<file path="src/design/pcp_pkg.sv">
// Package for the plane closure propagator: sizes, codes, item and result types
// and the control group shared by the node cells and the line count unit.
// No dependencies.
`default_nettype none

package pcp_pkg;

  localparam int MAX_PLANES  = 64;
  localparam int MAX_LINES   = 64;
  localparam int CELL_PLANES = 8;
  localparam int NUM_CELLS   = (MAX_PLANES + CELL_PLANES - 1) / CELL_PLANES;
  localparam int NUM_SLOTS   = NUM_CELLS * CELL_PLANES;
  localparam int CNT_W       = $clog2(NUM_CELLS + 1);
  localparam int CELL_IDX_W  = (CELL_PLANES > 1) ? $clog2(CELL_PLANES) : 1;

  localparam int KIND_W   = 3;
  localparam int PLANE_W  = 6;
  localparam int MASK_W   = 64;
  localparam int STATUS_W = 2;
  localparam int CFG_W    = 7;
  localparam int CFG_IDX_W = 1;

  localparam logic [CFG_W-1:0] CFG_RESET = 7'd64;

  typedef enum logic [KIND_W-1:0] {
    KIND_LOAD    = 3'd0,
    KIND_CLEAR   = 3'd1,
    KIND_INSERT  = 3'd2,
    KIND_EXCLUDE = 3'd3,
    KIND_SELECT  = 3'd4
  } kind_e;

  typedef enum logic [STATUS_W-1:0] {
    ST_DONE   = 2'd0,
    ST_FORBID = 2'd1,
    ST_NOFREE = 2'd2
  } status_e;

  typedef enum logic [CFG_IDX_W-1:0] {
    CFG_PLANE_COUNT = 1'b0,
    CFG_LINE_COUNT  = 1'b1
  } cfg_reg_e;

  typedef enum logic [2:0] {
    S_IDLE  = 3'b001,
    S_PROP  = 3'b010,
    S_FORCE = 3'b100
  } state_e;

  typedef struct packed {
    logic [KIND_W-1:0]  kind;
    logic [PLANE_W-1:0] plane;
    logic [MASK_W-1:0]  line_mask;
  } item_t;

  typedef struct packed {
    logic [STATUS_W-1:0] status;
    logic [PLANE_W-1:0]  found_plane;
    logic [MASK_W-1:0]   chosen_set;
  } result_t;

  typedef struct packed {
    logic load;
    logic clear;
    logic seed;
    logic excl;
    logic restore;
    logic advance;
    logic apply;
  } node_ctrl_t;

endpackage

`default_nettype wire

</file>
<file path="src/design/pcp_lines.sv">
// Per-line chosen-plane counts (zero, one, two or more) with a backup copy;
// turns the chain's hit vectors into the set of lines pushed to two.
// Depends on pcp_pkg.
`default_nettype none

module pcp_lines (
  input  logic                          clk_i,
  input  logic                          rst_ni,
  input  pcp_pkg::node_ctrl_t           ctrl_i,
  input  logic [pcp_pkg::MAX_LINES-1:0] lines_use_i,
  input  logic [pcp_pkg::MAX_LINES-1:0] any_i,
  input  logic [pcp_pkg::MAX_LINES-1:0] two_i,
  output logic [pcp_pkg::MAX_LINES-1:0] pushed_o
);
  import pcp_pkg::*;

  logic [MAX_LINES-1:0] z_q, z_d, o_q, o_d, pushed_q, pushed_d;
  logic [MAX_LINES-1:0] bk_z_q, bk_o_q;

  always_ff @(posedge clk_i) begin
    if (ctrl_i.seed) begin
      bk_z_q <= z_q;
      bk_o_q <= o_q;
    end
  end

  always_comb begin
    z_d      = z_q;
    o_d      = o_q;
    pushed_d = pushed_q;
    if (ctrl_i.clear) begin
      z_d = lines_use_i;
      o_d = '0;
    end else if (ctrl_i.restore) begin
      z_d = bk_z_q;
      o_d = bk_o_q;
    end else if (ctrl_i.apply) begin
      pushed_d = (o_q & any_i) | (z_q & two_i);
      z_d      = z_q & ~any_i;
      o_d      = (o_q & ~any_i) | (z_q & any_i & ~two_i);
    end
  end

  always_ff @(posedge clk_i or negedge rst_ni) begin
    if (!rst_ni) begin
      z_q      <= '1;
      o_q      <= '0;
      pushed_q <= '0;
    end else begin
      z_q      <= z_d;
      o_q      <= o_d;
      pushed_q <= pushed_d;
    end
  end

  assign pushed_o = pushed_q;

endmodule

`default_nettype wire

</file>
<file path="config.mk">
export PLATFORM = sky130hd
export DESIGN_NAME = pcp_lines
export DESIGN_NICKNAME = d
export VERILOG_FILES = /design/src/design/pcp_pkg.sv /design/src/design/pcp_lines.sv
export SDC_FILE = /design/constraint.sdc
export NUM_CORES = 1
export LEC_CHECK = 0
export BUFFER_PORTS_ARGS = -buffer_cell sky130_fd_sc_hd__buf_4
export CAP_MARGIN = 20
export CORE_MARGIN = 2
export CORE_UTILIZATION = 34
export CTS_CLUSTER_SIZE = 20
export DETAILED_ROUTE_END_ITERATION = 6
export PLACE_DENSITY = 0.64
export SLEW_MARGIN = 20
export SYNTH_ARGS = -nofsm -noshare
export SYNTH_HDL_FRONTEND = slang
export SYNTH_SLANG_ARGS = --single-unit
</file>
<file path="constraint.sdc">
create_clock -name clk_i -period 1.4 [get_ports clk_i]
set_clock_uncertainty 0.1 [all_clocks]
set_input_delay 0.28 -clock clk_i [delete_from_list [all_inputs] [get_ports clk_i]]
set_output_delay 0.28 -clock clk_i [all_outputs]
set_load 0.05 [all_outputs]
</file>
==> impl_metrics.env, run 1 <==
export IMPL_hpwl_mm=23.7
export IMPL_yosysTopAreaCellShare_pct=27.3
export IMPL_die_x_um=207
export IMPL_diodes=0
export IMPL_reg2regPathDepth=3
export IMPL_synth_area_leaders="edfxtp_1, dfrtp_1, dfstp_2, a22oi_1, and4b_1"
export IMPL_grt_pass1_wl_mm=63.4
export IMPL_place_area_sq_um=16900
export IMPL_initial_core_util_pct=34.5
export IMPL_setup_tns_ns=-3.47
export IMPL_postSynthAreaPerCell_sq_um=12.0
export IMPL_htreeDepth=2
export IMPL_fmax_mhz=671
export IMPL_synth_compound_area_share_pct=16.4
export IMPL_start_kind="flop"
export IMPL_first_pass_iters=5
export IMPL_drtIter0Drc=750
export IMPL_total_power_mw=26.7
export IMPL_rrSetupSlack_ns=0.19
export IMPL_slew_headroom_pct=77.2
export IMPL_cpMaxStageDelayCell="dfrtp_1"
export IMPL_top_layer_used="met4"
export IMPL_synth_xor_area_share_pct=0
export IMPL_synth_flop_cell="edfxtp_1"
export IMPL_antenna_found_initial=0
export IMPL_worstHoldStart="any_i[61]"
export IMPL_die_y_um=207
export IMPL_critical_path_class="reg -> out"
export IMPL_utilization_pct=50.0
export IMPL_required_ns=1.02
export IMPL_synthDistinctLibCells=23
export IMPL_hold_viol_final=0
export IMPL_path_max_fanout=2
export IMPL_nets=1847
export IMPL_die_area_sq_um=43100
export IMPL_place_ws_ns=-0.111
export IMPL_grt_max_degree=67
export IMPL_wire_per_inst_um=17.8
export IMPL_gr_total_overflow=0
export IMPL_status="complete, but fails checks"
export IMPL_cts_tree="done"
export IMPL_slew_violations=0
export IMPL_worst_path_buf_inv=1
export IMPL_seq_area_frac_synth_pct=62.0
export IMPL_rows=74
export IMPL_syn_area_sq_um=14100
export IMPL_cts_buffers_inserted=38
export IMPL_fin_crit_ns=1.49
export IMPL_cts_sinks=320
export IMPL_clkLatencyLatePin_ns=0.53
export IMPL_setup_viol=64
export IMPL_vias_per_cell=5.20
export IMPL_cts_root_buf="clkbuf_16"
export IMPL_core_sq_um=40800
export IMPL_drtAntennaViolNets=0
export IMPL_drc=0
export IMPL_ios=265
export IMPL_endpoint_kind="output port"
export IMPL_drive_gt1_share_pct=28.5
export IMPL_violations="setup timing"
export IMPL_clk_pin_slew_ns=0.06
export IMPL_yosys_area_share_simple_pct=18.2
export IMPL_critPathTopFamily="flip-flops"
export IMPL_wl_met1_mm=17.2
export IMPL_synth_common_cells="a22oi_1, dfrtp_1, edfxtp_1, a21oi_1"
export IMPL_place_gp_congestion=0.763
export IMPL_p_leak_nw=8.38
export IMPL_finalNonFillerCells=2208
export IMPL_post_route_period_util_pct=107
export IMPL_synth_cells=1176
export IMPL_regToRegStartpoint="z_q[48]"
export IMPL_power_density_nw_per_um2=1310
export IMPL_routed_wl_mm=39.2
export IMPL_synth_area_mux_share_pct=0
export IMPL_ir_drop_v=0.000739
export IMPL_place_inst=1928
export IMPL_min_delay_path_class="in -> reg"
export IMPL_wl_met3_mm=2.07
export IMPL_track_usage_pct=17.9
export IMPL_fin_ws_ns=-0.0913
export IMPL_slowest_delay_ns=0.42
export IMPL_wl_met2_mm=18.9
export IMPL_syn2layout_area_growth_pct=44.9
export IMPL_arrival_ns=1.11
export IMPL_tightest_slew_ns=0.342
export IMPL_async_flop_share_pct=60.0
export IMPL_design_area_sq_um=20400
export IMPL_port_buffers=261
export IMPL_yosys_warnings=0
export IMPL_crit_cells=1
export IMPL_cts_buffer_depth=3
export IMPL_vias=11487
export IMPL_crit_start="pushed_o[21]"
export IMPL_grt_pass1_vias=11936
export IMPL_synth_seq_cells=320
export IMPL_rsz0062_at_grt="true"
export IMPL_synth_area_leader_cell="edfxtp_1"
export IMPL_syn_nets=1377
export IMPL_synthAdderAreaFrac_pct=0
export IMPL_worstPathCellList="buf_6"
export IMPL_min_path_cells=3
export IMPL_synth_edf_count=128
export IMPL_hold_ws_ns=0.0234
export IMPL_synth_top_family_by_area="simple AND/OR/NAND/NOR gates"
export IMPL_cap_violations=0
kinds of logic after synthesis:
logic type | Yosys count
buf+inv | 86
flops | 320
compound gates | 364
simple gates | 406
repair_timing:
item	CTS	global route
endpoints found under the hold margin	266	0
hold buffers	185	0
resized for setup	64	0
setup endpoints to repair	64	64
buffers inserted	9	16
sequential cells by signal (all words and copies together), names as in the netlist:
| name | flops |
|---|---|
| bk_o_q | 64 |
| bk_z_q | 64 |
| o_q | 64 |
| pushed_o | 64 |
| z_q | 64 |
final timing paths:
kind	to
min in group asynchronous	pushed_o[7]
worst max-delay path	pushed_o[21]
worst max register to register	o_q[48]
worst min register to register	bk_o_q[61]
worst min-delay path	pushed_o[61]
max in group asynchronous	z_q[35]
layout make-up:
type,instances,area (sq um)
tap,532,666
clock inverter,10,105
timing repair buffer,516,4880
sequential,320,8730
multi-input combinational,770,4880
fill,3504,20400
clock buffer,60,1150
metal layers:
metal / vias up / global-route usage (%)
li1: 5443 / -
met1: 5629 / 24.1
met2: 338 / 29.1
met3: 77 / 3.36
met4: 0 / 5.91
met5: - / 0
report_power, final:
part | internal [mW] | switching (mW)
sequential | 10.9 | 0.662
combinational | 2.36 | 2.85
clock | 6.01 | 3.87
placed cells by master (no fill, tap or decap), types with 14 or more instances in the layout:
cell type,instances
edfxtp_1,128
buf_12,23
nor4bb_1,17
nand2_1,84
clkbuf_1,14
buf_6,67
and4bb_2,25
nor2_1,66
dfstp_2,64
a211oi_1,64
dfrtp_1,128
and4b_1,64
dlygate4sd3_1,185
o21ai_0,34
a22oi_1,128
nor3_1,64
nor2b_1,84
a21oi_1,106
o21ai_1,30
buf_4,240
clkbuf_16,41
(Power assumes the default switching activity.)
==> inputs of run 2 (changes only) <==
--- a/config.mk
+++ b/config.mk
@@ -5,13 +5,13 @@
 export SDC_FILE = /design/constraint.sdc
 export NUM_CORES = 1
 export LEC_CHECK = 0
-export BUFFER_PORTS_ARGS = -buffer_cell sky130_fd_sc_hd__buf_4
 export CAP_MARGIN = 20
 export CORE_MARGIN = 2
 export CORE_UTILIZATION = 34
 export CTS_CLUSTER_SIZE = 20
 export DETAILED_ROUTE_END_ITERATION = 6
-export PLACE_DENSITY = 0.64
+export DONT_BUFFER_PORTS = 1
+export PLACE_DENSITY = 0.59
 export SLEW_MARGIN = 20
 export SYNTH_ARGS = -nofsm -noshare
 export SYNTH_HDL_FRONTEND = slang
==> impl_metrics.env, run 2 (synthesis gave the netlist of run 1 again) <==
export IMPL_setup_viol=64
export IMPL_rsz0062_at_grt="true"
export IMPL_slowest_delay_ns=0.39
export IMPL_antenna_found_initial=2
export IMPL_rrSetupSlack_ns=0.18
export IMPL_cts_tree="done"
export IMPL_hpwl_mm=19.0
export IMPL_critical_path_class="reg -> out"
export IMPL_syn2layout_area_growth_pct=24.4
export IMPL_multiInputGateArea_sq_um=4880
export IMPL_worst_path_buf_inv=1
export IMPL_tightest_slew_ns=0.680
export IMPL_intPower_mw=17.8
export IMPL_min_delay_path_class="in -> async"
export IMPL_core_sq_um=40800
export IMPL_slew_violations=0
export IMPL_fin_ws_ns=-0.0759
export IMPL_cap_violations=0
export IMPL_hold_ws_ns=-0.664
export IMPL_slew_headroom_pct=54.7
export IMPL_clk_pin_slew_ns=0.06
export IMPL_wire_per_inst_um=19.4
export IMPL_grt_pass1_wl_mm=59.3
export IMPL_place_inst=1656
export IMPL_die_y_um=207
export IMPL_drtIter0Drc=659
export IMPL_arrival_ns=1.10
export IMPL_switching_share_pct=26.6
export IMPL_p_switching_mw=6.46
export IMPL_place_ws_ns=-0.0175
export IMPL_cts_sinks=320
export IMPL_grt_max_degree=259
export IMPL_ir_drop_v=0.000825
export IMPL_power_clock_fraction_pct=38.8
export IMPL_reg2regPathDepth=3
export IMPL_total_power_mw=24.3
export IMPL_nets=1526
export IMPL_r2r_end="z_q[57]"
export IMPL_regToRegStartpoint="z_q[57]"
export IMPL_drc=0
export IMPL_grt_pass1_vias=10612
export IMPL_track_usage_pct=17.0
export IMPL_ios=265
export IMPL_vias=10315
export IMPL_cpMaxStageDelayCell="dfrtp_1"
export IMPL_gr_total_overflow=0
export IMPL_vias_per_cell=5.46
export IMPL_die_x_um=207
export IMPL_power_density_nw_per_um2=1390
export IMPL_place_gp_congestion=0.760
export IMPL_required_ns=1.02
export IMPL_hold_viol_final=422
export IMPL_comb_power_share_pct=9.9
export IMPL_cts_buffer_depth=3
export IMPL_fillers=3787
export IMPL_fin_crit_ns=1.48
export IMPL_port_buffers=0
export IMPL_endpoint_kind="output port"
export IMPL_critPathTopFamily="flip-flops"
export IMPL_drtAntennaViolNets=0
export IMPL_path_max_fanout=2
export IMPL_most_common_layout_cells="dlygate4sd3_1, a22oi_1, edfxtp_1, a21oi_1"
export IMPL_violations="hold timing, setup timing"
export IMPL_design_area_sq_um=17500
export IMPL_rows=74
export IMPL_p_seq_share_pct=51.3
export IMPL_routed_wl_mm=36.7
export IMPL_place_area_sq_um=14600
export IMPL_status="complete, but fails checks"
export IMPL_worstPathCellList="buf_6"
export IMPL_seq_area_sq_um=8780
export IMPL_post_route_period_util_pct=105
export IMPL_mostFrequentLayoutCell="dlygate4sd3_1"
export IMPL_fmax_mhz=678
export IMPL_finalNonFillerCells=1889
export IMPL_cts_root_buf="clkbuf_16"
export IMPL_drive_gt1_share_pct=16.7
export IMPL_htreeDepth=2
export IMPL_p_leak_nw=6.63
export IMPL_start_kind="flop"
export IMPL_cts_buffers_inserted=38
export IMPL_first_pass_iters=5
export IMPL_die_area_sq_um=43100
export IMPL_clkLatencyLatePin_ns=0.54
export IMPL_initial_core_util_pct=34.5
==> run 2: cell types whose count changed in the layout (fill, tap and decap cells not counted), sizes merged <==
cell	change
buf	-291
bufinv	-2
clkinv	+3
clkinvlp	-1
diode	+2
dlygate4sd3	-29
inv	-1
==> run 2: cell type report <==
| type | count | share of cell area (%) |
|---|---|---|
| Tap cell | 532 | 3.80 |
| Sequential cell | 320 | 50.2 |
| Antenna cell | 2 | 0.0286 |
| Clock inverter | 9 | 0.229 |
| Clock buffer | 61 | 6.57 |
| Multi-Input combinational cell | 770 | 27.9 |
| Timing Repair Buffer | 195 | 11.4 |
==> run 2: power groups by stage <==
stage                     sequential [mW]  clock [mW]  combinational (mW)
after floorplan                      12.7           0                1.35
after global placement               12.5           0                1.87
after detailed placement             12.5           0                1.90
after CTS                            12.4        9.75                2.40
after global routing                 12.6        10.1                2.67
final                                12.5        9.42                2.41
==> run 2: repair_timing <==
item	in CTS	in global routing
endpoints found under the hold margin	512	448
setup buffers	3	2
endpoints found under the setup margin	64	64
gates resized for setup	64	0
hold buffers	150	6
==> run 2: worst max-delay path by stage <==
stage / start / to / slack, ns / cells past startpoint
after floorplan: ctrl_i[5] / pushed_o[10] / 0.11 / 5
final: pushed_o[14] / pushed_o[14] / -0.08 / 1
after detailed placement: ctrl_i[2] / pushed_o[37] / -0.02 / 5
after CTS: pushed_o[14] / pushed_o[14] / -0.13 / 1
after global routing: pushed_o[14] / pushed_o[14] / -0.14 / 1
after global placement: ctrl_i[5] / pushed_o[9] / 0.02 / 5
==> run 2: per-layer routing <==
metal | vias up | global-route usage (%) | routed length (um) | share of wire [%]
met5 | - | 0 | 0 | 0
met4 | 0 | 6.31 | 983 | 2.7
met3 | 66 | 3.89 | 2400 | 6.5
met2 | 320 | 26.8 | 16800 | 46
met1 | 5131 | 22.8 | 16500 | 45
li1 | 4798 | - | - | -
==> run 2: through the flow <==
stage                     setup TNS [ns]  util, %
after detailed placement         -0.0252     35.7
after floorplan                        0        -
after CTS                          -5.38     42.7
after global placement                 0     35.7
after global routing               -5.27     42.9
final                              -2.56     42.9
